[src/design/vgci_pkg.sv]
// Shared types and constants for the voxel grid cell index core.
package vgci_pkg;

	localparam int COORD_W   = 32;
	localparam int CFG_IDX_W = 3;

	// Configuration register indexes.
	typedef enum logic [CFG_IDX_W-1:0] {
		REG_X_MIN     = 3'd0,
		REG_X_MAX     = 3'd1,
		REG_Y_MIN     = 3'd2,
		REG_Y_MAX     = 3'd3,
		REG_RANGE_MIN = 3'd4,
		REG_RANGE_MAX = 3'd5
	} cfg_reg_t;

	// Register values after reset, Q16.16 meters.
	localparam logic signed [COORD_W-1:0] X_MIN_RST     = 32'sd0;
	localparam logic signed [COORD_W-1:0] X_MAX_RST     = 32'sd1310720;
	localparam logic signed [COORD_W-1:0] Y_MIN_RST     = -32'sd1310720;
	localparam logic signed [COORD_W-1:0] Y_MAX_RST     = 32'sd1310720;
	localparam logic signed [COORD_W-1:0] RANGE_MIN_RST = 32'sd6554;
	localparam logic signed [COORD_W-1:0] RANGE_MAX_RST = 32'sd1966080;

	typedef struct packed {
		logic signed [COORD_W-1:0] x_coord;
		logic signed [COORD_W-1:0] y_coord;
		logic signed [COORD_W-1:0] range_value;
	} in_t;

	typedef struct packed {
		logic [5:0]  cell_x;
		logic [5:0]  cell_y;
		logic [4:0]  cell_range;
		logic [16:0] cell_index;
		logic        limits_bad;
	} out_t;

endpackage

[src/design/vgci_lane.sv]
// One axis lane: clamp, offset, scale by the cell count and a pipelined restoring divider.
module vgci_lane #(
	parameter int CELLS = 64,
	parameter int QW    = 7
) (
	input  logic                                  clk,
	input  logic [QW+1:0]                         en,
	input  logic signed [vgci_pkg::COORD_W-1:0]   coord,
	input  logic signed [vgci_pkg::COORD_W-1:0]   lo,
	input  logic signed [vgci_pkg::COORD_W-1:0]   hi,
	output logic [QW-1:0]                         quot,
	output logic                                  bad
);

	localparam int CW = vgci_pkg::COORD_W;
	localparam int PW = CW + QW;

	logic signed [CW-1:0] c_cl;
	logic signed [CW:0]   diff_w;
	logic signed [CW:0]   span_w;
	logic                 bad_w;

	logic [CW-1:0] diff_s1;
	logic [CW-1:0] span_s1;
	logic          bad_s1;

	logic [PW-1:0] prod_s2;
	logic [CW-1:0] span_s2;
	logic          bad_s2;

	// Element i of these arrays is the state after i divider steps.
	logic [CW-1:0] rem_sd  [0:QW];
	logic [QW-1:0] lq_sd   [0:QW];
	logic [CW-1:0] span_sd [0:QW];
	logic          bad_sd  [0:QW];

	always_comb begin
		bad_w = (lo >= hi);
		if (coord < lo) begin
			c_cl = lo;
		end else if (coord > hi) begin
			c_cl = hi;
		end else begin
			c_cl = coord;
		end
		diff_w = {c_cl[CW-1], c_cl} - {lo[CW-1], lo};
		span_w = {hi[CW-1], hi} - {lo[CW-1], lo};
	end

	// A bad axis divides zero by one so its quotient comes out as zero.
	always_ff @(posedge clk) begin
		if (en[0]) begin
			diff_s1 <= bad_w ? '0 : diff_w[CW-1:0];
			span_s1 <= bad_w ? CW'(1) : span_w[CW-1:0];
			bad_s1  <= bad_w;
		end
	end

	always_ff @(posedge clk) begin
		if (en[1]) begin
			prod_s2 <= PW'(diff_s1) * PW'(CELLS);
			span_s2 <= span_s1;
			bad_s2  <= bad_s1;
		end
	end

	// The product is below span * 2^QW, so its upper part already sits below span.
	assign rem_sd[0]  = prod_s2[PW-1:QW];
	assign lq_sd[0]   = prod_s2[QW-1:0];
	assign span_sd[0] = span_s2;
	assign bad_sd[0]  = bad_s2;

	for (genvar i = 0; i < QW; i++) begin : g_div
		logic [CW:0]   trial;
		logic          ge;
		logic [CW-1:0] rem_nx;

		always_comb begin
			trial  = {rem_sd[i], lq_sd[i][QW-1]};
			ge     = (trial >= {1'b0, span_sd[i]});
			rem_nx = ge ? CW'(trial - {1'b0, span_sd[i]}) : trial[CW-1:0];
		end

		always_ff @(posedge clk) begin
			if (en[2+i]) begin
				rem_sd[i+1]  <= rem_nx;
				lq_sd[i+1]   <= (lq_sd[i] << 1) | QW'(ge);
				span_sd[i+1] <= span_sd[i];
				bad_sd[i+1]  <= bad_sd[i];
			end
		end
	end

	assign quot = lq_sd[QW];
	assign bad  = bad_sd[QW];

endmodule

[src/design/vgci_merge.sv]
// Merge stage: caps the lane quotients and forms the linear cell index.
module vgci_merge #(
	parameter int CELLS_X = 64,
	parameter int CELLS_Y = 64,
	parameter int CELLS_D = 32,
	parameter int QW      = 7
) (
	input  logic               clk,
	input  logic [1:0]         en,
	input  logic [QW-1:0]      qx,
	input  logic [QW-1:0]      qy,
	input  logic [QW-1:0]      qd,
	input  logic               bad_x,
	input  logic               bad_y,
	input  logic               bad_d,
	output vgci_pkg::out_t     res
);

	localparam int LW = 17;

	logic [LW-1:0] cx_s1;
	logic [LW-1:0] cy_s1;
	logic [LW-1:0] cd_s1;
	logic          bad_s1;
	logic [LW-1:0] lin_w;
	vgci_pkg::out_t res_s2;

	// A point sitting exactly on the upper limit lands on the last cell.
	always_ff @(posedge clk) begin
		if (en[0]) begin
			cx_s1  <= LW'((qx >= QW'(CELLS_X)) ? QW'(CELLS_X - 1) : qx);
			cy_s1  <= LW'((qy >= QW'(CELLS_Y)) ? QW'(CELLS_Y - 1) : qy);
			cd_s1  <= LW'((qd >= QW'(CELLS_D)) ? QW'(CELLS_D - 1) : qd);
			bad_s1 <= bad_x | bad_y | bad_d;
		end
	end

	assign lin_w = cx_s1 * LW'(CELLS_Y * CELLS_D) + cy_s1 * LW'(CELLS_D) + cd_s1;

	always_ff @(posedge clk) begin
		if (en[1]) begin
			res_s2.cell_x     <= cx_s1[5:0];
			res_s2.cell_y     <= cy_s1[5:0];
			res_s2.cell_range <= cd_s1[4:0];
			res_s2.cell_index <= lin_w;
			res_s2.limits_bad <= bad_s1;
		end
	end

	assign res = res_s2;

endmodule

[src/design/voxel_grid_cell_index_core.sv]
// Top level of the voxel grid cell index core: registers, lanes, merge and flow control.
// Stage order: clamp, scale, divider, cap, output register. QW = clog2(max cell count + 1)
// (7 with the default 64 x 64 x 32 grid); the divider makes one quotient bit a stage.
// Throughput: one point per cycle; each stage refills as soon as its content moves on,
// so input beats keep flowing while a result waits, until the pipeline is full.
// Reset: arst_n clears all valid flags and loads the default limits; no clearing pass.
module voxel_grid_cell_index_core #(
	parameter int CELLS_X = 64,
	parameter int CELLS_Y = 64,
	parameter int CELLS_D = 32
) (
	input  logic                                clk,
	input  logic                                arst_n,
	input  logic                                in_valid,
	output logic                                in_ready,
	input  vgci_pkg::in_t                       in_data,
	output logic                                out_valid,
	input  logic                                out_ready,
	output vgci_pkg::out_t                      out_data,
	input  logic                                cfg_valid,
	output logic                                cfg_ready,
	input  logic [vgci_pkg::CFG_IDX_W-1:0]      cfg_index,
	input  logic [vgci_pkg::COORD_W-1:0]        cfg_data
);

	// Quotient width per axis; all lanes share the widest so they stay in step.
	localparam int QX = $clog2(CELLS_X + 1);
	localparam int QY = $clog2(CELLS_Y + 1);
	localparam int QD = $clog2(CELLS_D + 1);
	localparam int QXY = (QX > QY) ? QX : QY;
	localparam int QW  = (QXY > QD) ? QXY : QD;
	// Stages: clamp, scale, QW divider steps, cap, output register.
	localparam int NS = QW + 4;

	localparam int CW = vgci_pkg::COORD_W;

	logic signed [CW-1:0] x_min_q;
	logic signed [CW-1:0] x_max_q;
	logic signed [CW-1:0] y_min_q;
	logic signed [CW-1:0] y_max_q;
	logic signed [CW-1:0] range_min_q;
	logic signed [CW-1:0] range_max_q;

	// The register file is always ready for a beat; unknown indexes are dropped.
	assign cfg_ready = 1'b1;

	always_ff @(posedge clk or negedge arst_n) begin
		if (!arst_n) begin
			x_min_q     <= vgci_pkg::X_MIN_RST;
			x_max_q     <= vgci_pkg::X_MAX_RST;
			y_min_q     <= vgci_pkg::Y_MIN_RST;
			y_max_q     <= vgci_pkg::Y_MAX_RST;
			range_min_q <= vgci_pkg::RANGE_MIN_RST;
			range_max_q <= vgci_pkg::RANGE_MAX_RST;
		end else if (cfg_valid) begin
			unique case (cfg_index)
				vgci_pkg::REG_X_MIN:     x_min_q     <= cfg_data;
				vgci_pkg::REG_X_MAX:     x_max_q     <= cfg_data;
				vgci_pkg::REG_Y_MIN:     y_min_q     <= cfg_data;
				vgci_pkg::REG_Y_MAX:     y_max_q     <= cfg_data;
				vgci_pkg::REG_RANGE_MIN: range_min_q <= cfg_data;
				vgci_pkg::REG_RANGE_MAX: range_max_q <= cfg_data;
				default: begin
				end
			endcase
		end
	end

	// Flow control. Stage k may load when it is empty or when its content moves on.
	// The chain runs backward from the consumer, so a bubble anywhere lets new beats in.
	logic [NS:0]   en;
	logic [NS-1:0] vld_q;

	assign en[NS] = out_ready;
	for (genvar k = 0; k < NS; k++) begin : g_en
		assign en[k] = !vld_q[k] || en[k+1];
	end

	always_ff @(posedge clk or negedge arst_n) begin
		if (!arst_n) begin
			vld_q <= '0;
		end else begin
			for (int k = 0; k < NS; k++) begin
				if (en[k]) begin
					vld_q[k] <= (k == 0) ? in_valid : vld_q[(k == 0) ? 0 : k-1];
				end
			end
		end
	end

	assign in_ready  = en[0];
	assign out_valid = vld_q[NS-1];

	// Three lanes, one per axis, all driven by the same stage enables.
	logic [QW-1:0] qx;
	logic [QW-1:0] qy;
	logic [QW-1:0] qd;
	logic          bad_x;
	logic          bad_y;
	logic          bad_d;

	vgci_lane #(.CELLS(CELLS_X), .QW(QW)) u_lane_x (
		.clk   (clk),
		.en    (en[QW+1:0]),
		.coord (in_data.x_coord),
		.lo    (x_min_q),
		.hi    (x_max_q),
		.quot  (qx),
		.bad   (bad_x)
	);

	vgci_lane #(.CELLS(CELLS_Y), .QW(QW)) u_lane_y (
		.clk   (clk),
		.en    (en[QW+1:0]),
		.coord (in_data.y_coord),
		.lo    (y_min_q),
		.hi    (y_max_q),
		.quot  (qy),
		.bad   (bad_y)
	);

	vgci_lane #(.CELLS(CELLS_D), .QW(QW)) u_lane_d (
		.clk   (clk),
		.en    (en[QW+1:0]),
		.coord (in_data.range_value),
		.lo    (range_min_q),
		.hi    (range_max_q),
		.quot  (qd),
		.bad   (bad_d)
	);

	// The merge stage caps each index and builds the x-major linear index.
	vgci_merge #(
		.CELLS_X (CELLS_X),
		.CELLS_Y (CELLS_Y),
		.CELLS_D (CELLS_D),
		.QW      (QW)
	) u_merge (
		.clk   (clk),
		.en    (en[QW+3:QW+2]),
		.qx    (qx),
		.qy    (qy),
		.qd    (qd),
		.bad_x (bad_x),
		.bad_y (bad_y),
		.bad_d (bad_d),
		.res   (out_data)
	);

endmodule

[config.mk]
export PLATFORM = sky130hd
export DESIGN_NAME = voxel_grid_cell_index_core
export DESIGN_NICKNAME = d
export VERILOG_FILES = /design/src/design/vgci_pkg.sv /design/src/design/vgci_lane.sv /design/src/design/vgci_merge.sv /design/src/design/voxel_grid_cell_index_core.sv
export SDC_FILE = /design/constraint.sdc
export NUM_CORES = 2
export LEC_CHECK = 0
export ABC_AREA = 1
export BUFFER_PORTS_ARGS = -buffer_cell sky130_fd_sc_hd__buf_2
export CAP_MARGIN = 40
export CORE_ASPECT_RATIO = 0.5
export CORE_MARGIN = 2
export CORE_UTILIZATION = 45
export CTS_CLUSTER_DIAMETER = 100
export DETAILED_ROUTE_END_ITERATION = 10
export PLACE_DENSITY = 0.57
export SLEW_MARGIN = 20
export SYNTH_ARGS = -nofsm -noshare
export SYNTH_HDL_FRONTEND = slang
export SYNTH_SLANG_ARGS = --single-unit
[constraint.sdc]
create_clock -name clk -period 155.8 [get_ports clk]
set_input_delay 46.74 -clock clk [delete_from_list [all_inputs] [get_ports clk]]
set_output_delay 46.74 -clock clk [all_outputs]
set_load 0.01 [all_outputs]
* After elaboration in Yosys (flattened, before gate mapping)
Cells that the tools add are included. Widths: inputs -> output; s select.
Cells by class: multipliers 0, order comparisons 33, eq/ne operators 5, muxes and demuxes 24, reduce and logical (&&, ||, !) cells 29, shifts and indexed selects 0, divide/modulo/power cells 0, add/sub/neg operators 26, bitwise gates (word level) 21
Operator list (number):
- $mux 32 | 23
- $sub 32x32->32 | 23
- $ge 33x32->1 | 18
- $ge 32x32->1 | 5
- $or 7x1->7 | 17
- $gt 32x32->1 | 3
- $lt 32x32->1 | 3
- $ge 31x32->1 | 1
- $sub 31x32->32 | 1
- $mux 31 | 1
- $add 17x12->17 | 1
- $add 17x17->17 | 1
- $ge 7x7->1 const B | 2
- $reduce_and 2->1 | 6
- $logic_not 1->1 | 11
- $logic_or 1x1->1 | 11
- $ge 7x6->1 const B | 1
- $eq 3x2->1 const B | 2
- $eq 3x3->1 const B | 2
- $or 2x1->2 | 2
- $eq 3x1->1 const B | 1
- $logic_not 3->1 | 1
- $or 1x1->1 | 2
Storage, ports and cells: register bits after elaboration 1967, latch bits 0, logic and storage cells 264, RAM bits 0, output and inout port bits 38, memories kept 0, bits in read-only memories 0

* Depth between registers and ports, before layout
word-level depth 12, depth in mapped cells 35

* Hierarchy
From an unflattened synthesis, not the netlist that was laid out.
Unflattened totals: cell total of the unflattened synthesis 13212, area, all modules 119304.4 sq um
By module, submodules not included:
- vgci_lane at u_lane_y | sequential area each 16485.8 sq um, cells each 4186, times used 1, area each 36769.0 sq um
- vgci_lane at u_lane_d | sequential area each 16515.8 sq um, cells each 4127, times used 1, area each 36676.4 sq um
- vgci_lane at u_lane_x | sequential area each 16485.8 sq um, cells each 4048, times used 1, area each 36471.2 sq um
- voxel_grid_cell_index_core | sequential area each 5114.9 sq um, cells each 704, times used 1, area each 7347.0 sq um
- vgci_merge | sequential area each 1531.5 sq um, cells each 147, times used 1, area each 2040.7 sq um

* Worst setup path after synthesis
Ideal clock, no wire load.
path kind input -> output, start input port out_ready, end output port in_ready, path buffers 0, stages 16, data arrival time 70529 ps, path slack 38531 ps, cell sequence nor2_1 inv_1 nor2_1 inv_1 nor2_1 inv_1 nor2_1 inv_1 nor2_1 inv_1 nor2_2 nand2_1 nor2_1 nand2_1 nor2_2 nand2_1
Between the ends: longest elaborated chain between the ends 11
RTL lines:
- start: declaration | RTL line voxel_grid_cell_index_core.sv:18 | input logic out_ready,
- $logic_or 1x1->1 | RTL line voxel_grid_cell_index_core.sv:76 | assign en[k] = !vld_q[k] || en[k+1];
- named net en[10] | RTL line voxel_grid_cell_index_core.sv:71 | logic [NS:0] en;
- $logic_or 1x1->1 | RTL line voxel_grid_cell_index_core.sv:76
- named net en[9] | RTL line voxel_grid_cell_index_core.sv:71
- $logic_or 1x1->1 | RTL line voxel_grid_cell_index_core.sv:76
- named net en[8] | RTL line voxel_grid_cell_index_core.sv:71
- $logic_or 1x1->1 | RTL line voxel_grid_cell_index_core.sv:76
- named net en[7] | RTL line voxel_grid_cell_index_core.sv:71
- $logic_or 1x1->1 | RTL line voxel_grid_cell_index_core.sv:76
- named net en[6] | RTL line voxel_grid_cell_index_core.sv:71
- $logic_or 1x1->1 (2 in series) | RTL line voxel_grid_cell_index_core.sv:76
- named net en[4] | RTL line voxel_grid_cell_index_core.sv:71
- $logic_or 1x1->1 (2 in series) | RTL line voxel_grid_cell_index_core.sv:76
- named net en[2] | RTL line voxel_grid_cell_index_core.sv:71
- $logic_or 1x1->1 (2 in series) | RTL line voxel_grid_cell_index_core.sv:76
- end: declaration | RTL line voxel_grid_cell_index_core.sv:15 | output logic in_ready,
The timed path passes the listed nets, and every way through them passes these cells.

* Worst setup path after layout
Ends and elaborated chain as after synthesis.

==> reports/results.ini <==
[yosys]
yosys_warnings=0
yosysMostFrequentCell=nand2_1
synth-edff-count=1699
synth_top_cell_by_area=edfxtp_1
syn_inst=13200
syn_area_um2=119000
ys_seq_area_frac=0.473
async_flop_share=0.107
ys_types=62
synth_area_leaders=edfxtp_1 43%, ha_1 11%, nand2_1 8.6%
synth_top_area_share=0.430
ys_ff_latch=1902
synth_common_cells=2725 x nand2_1, 1772 x inv_1, 1699 x edfxtp_1
avgSynthCellArea_um2=9.01
synth_ff_type=edfxtp_1

[timing]
slew_headroom=0.374
finClkSkew_ns=0.0626
min_period_over_period=0.629
fin_ws_ns=57.87
finalSetupViolations=0
slew_viol_final=0
tightestPinTransition_ns=0.927
fin_setup_tns_ns=0
rsz0062_at_grt=no
timing.fmax_mhz=10.2
timing.final.crit_period_ns=97.93
hold_viol_final=0

[clocking]
cts_hold_buf=0
cts_resized=0
cts_num_sinks=1902
numCtsBuffers=186
h-tree-depth=4
post_cts_buffers=0
path_clk_slew_ns=0.07
cts_buffer_depth=4
cts_root_buf=clkbuf_16
clk_latency_ns=0.88
tritoncts=built

[critical_path]
critPathRequiredTime_ns=109.06
startpoint=out_ready
critPathKind=primary input to output pin
worst_path_max_delay_cell=nor2_1
start_kind=primary input
critPathArrivalTime_ns=51.19
cpMostUsedCell=nor2_1
crit_path_end_kind=output pin
r2r-start=vld_q[10]$_DFFE_PN0P_
cp_max_fo=87
max_stage_delay_ns=0.46
crit_path_cell_trace=buf_2 > nor2_1 > inv_1 > nor2_1 > inv_1 > buf_4 > nor2_1 > inv_1 > nor2_1 > inv_8 > nor2_1 > inv_8 > nor2_2 > nand2_4 > nor2_1 > nand2_4 > nor2_2 > nand2_4 > buf_2

[global_route]
grt_pass1_wl_um=508000
busiest_layer=met1
grt.total_usage=0.246
overflow=0
antenna_found_initial=54
grt_max_degree=106
grtUsageMet3=0.0355
grt_pass1_vias=86300
grtUsageMet2=0.347
grtUsageMet1=0.386

[route]
dr_total_vias=90600
drt_iter0_markers=7676
drtAntennaViolNets=0
drt-pass1-iter-count=6
routed_wl_um=335000
avgRoutedWirePerCell_um=19.6
route.detailed.drc=0
post_drt_via_cell_ratio=5.31

[worst_hold_path]
hp-start=u_lane_x.span_s1[28]$_SDFFCE_PP0P_
min_path_type=flop to flop

[die]
die-area_um2=268000
start_util=0.452
rows=133
die_x_um=730
die_h_um=367
core-area_um2=263000
io_pins=174

[final_layout]
layout-drive-gt1-share=0.0594
area_delta_synth_final_pct=9.21
n_fill_cell=24900
finish.utilization=0.494
final_nets=14600

[place]
dp_slack_ns=57.74
hpwl_um=271000
port_buffers=172
globalplace.congestion=0.950

[flow_run]
drv_cap=0

[outcome]
run_status=finished, final reports clean

-- layout by cell type, fill, tap and decap left out, types with 35 or more instances in the layout --
cell type     n
a21boi_0     39
a21o_1      120
a21oi_1    1152
a221oi_1     43
a31oi_1     113
buf_2       171
buf_4        46
clkbuf_1     35
clkbuf_16   188
dfrtp_1     175
edfxtp_1   1699
ha_1       1049
inv_1      1767
nand2_1    2718
nand2_2      35
nand3_1     383
nand4_1     133
nor2_1     1053
nor3_1      113
nor4_1       43
o211ai_1     49
o21a_1       55
o21ai_0     939
o21ai_1     227
o21ai_2      77
o21bai_1     96
or2_2        64
xnor2_1     301
xor2_1      288
-- area by class of cell --
type / count / area [um^2] / share of cell area
diodes: 16 / 40.0 / 0.000309
clock buffers: 227 / 4880 / 0.0376
clock inverters: 102 / 882 / 0.00680
inverters: 1792 / 6770 / 0.0523
multi-input cells: 9280 / 54700 / 0.422
flip-flops and latches: 1902 / 56100 / 0.433
well taps: 3510 / 4390 / 0.0339
repair buffers: 245 / 1800 / 0.0139
-- routing by layer --
layer | part of all wire | routed length, um
met5 | 0.00016 | 52
met1 | 0.51 | 171000
met2 | 0.39 | 132000
met3 | 0.065 | 21800
met4 | 0.032 | 10700
-- stage by stage --
stage          cell area (um^2)  hold slack [ns]  instances
6_report                 130000            0.401      17100
5_1_grt                  130000            0.395      17100
4_1_cts                  129000            0.391      17100
3_5_place_dp             124000            0.405      16700
3_3_place_gp             123000            0.401      16700
2_1_floorplan            119000            0.400      13200
-- critical path: cells and delay by family --
kind / cells / cell delay, ns
simple gates: 11 / 2.96
buf+inv: 8 / 1.37
-- state kept, by name (all words and copies together) (netlist names), 192 cells and up --
register              count
u_lane_d.g_div.trial    193
u_lane_d.span_sd        192
u_lane_x.g_div.trial    192
u_lane_x.span_sd        192
u_lane_y.g_div.trial    192
u_lane_y.span_sd        192
-- final timing paths --
kind	endpoint	slack (ns)	cells past startpoint
worst max-delay path	in_ready	57.87	19
worst min-delay path	u_lane_x.span_s2[28]$_DFFE_PP_	0.40	0
worst max register to register	u_lane_y.prod_s2[33]$_DFFE_PP_	150.13	21
worst min register to register	u_lane_x.span_s2[28]$_DFFE_PP_	0.40	0
max in group asynchronous	x_max_q[27]$_DFFE_PN0P_	108.66	2
min in group asynchronous	range_min_q[2]$_DFFE_PN0P_	45.92	1
-- cell families after synthesis --
| family | count (synthesis) | synth area share |
|---|---|---|
| xor+xnor | 589 | 0.0435 |
| other cells | 2 | 0.0000633 |
| flops | 1902 | 0.473 |
| compound gates | 3004 | 0.142 |
| fa+ha+maj | 1074 | 0.115 |
| buf+inv | 2002 | 0.0668 |
| simple gates | 4609 | 0.160 |
Power is not shown: default switching activity piles up to over one toggle a cycle in this logic, so the estimate is an artifact.
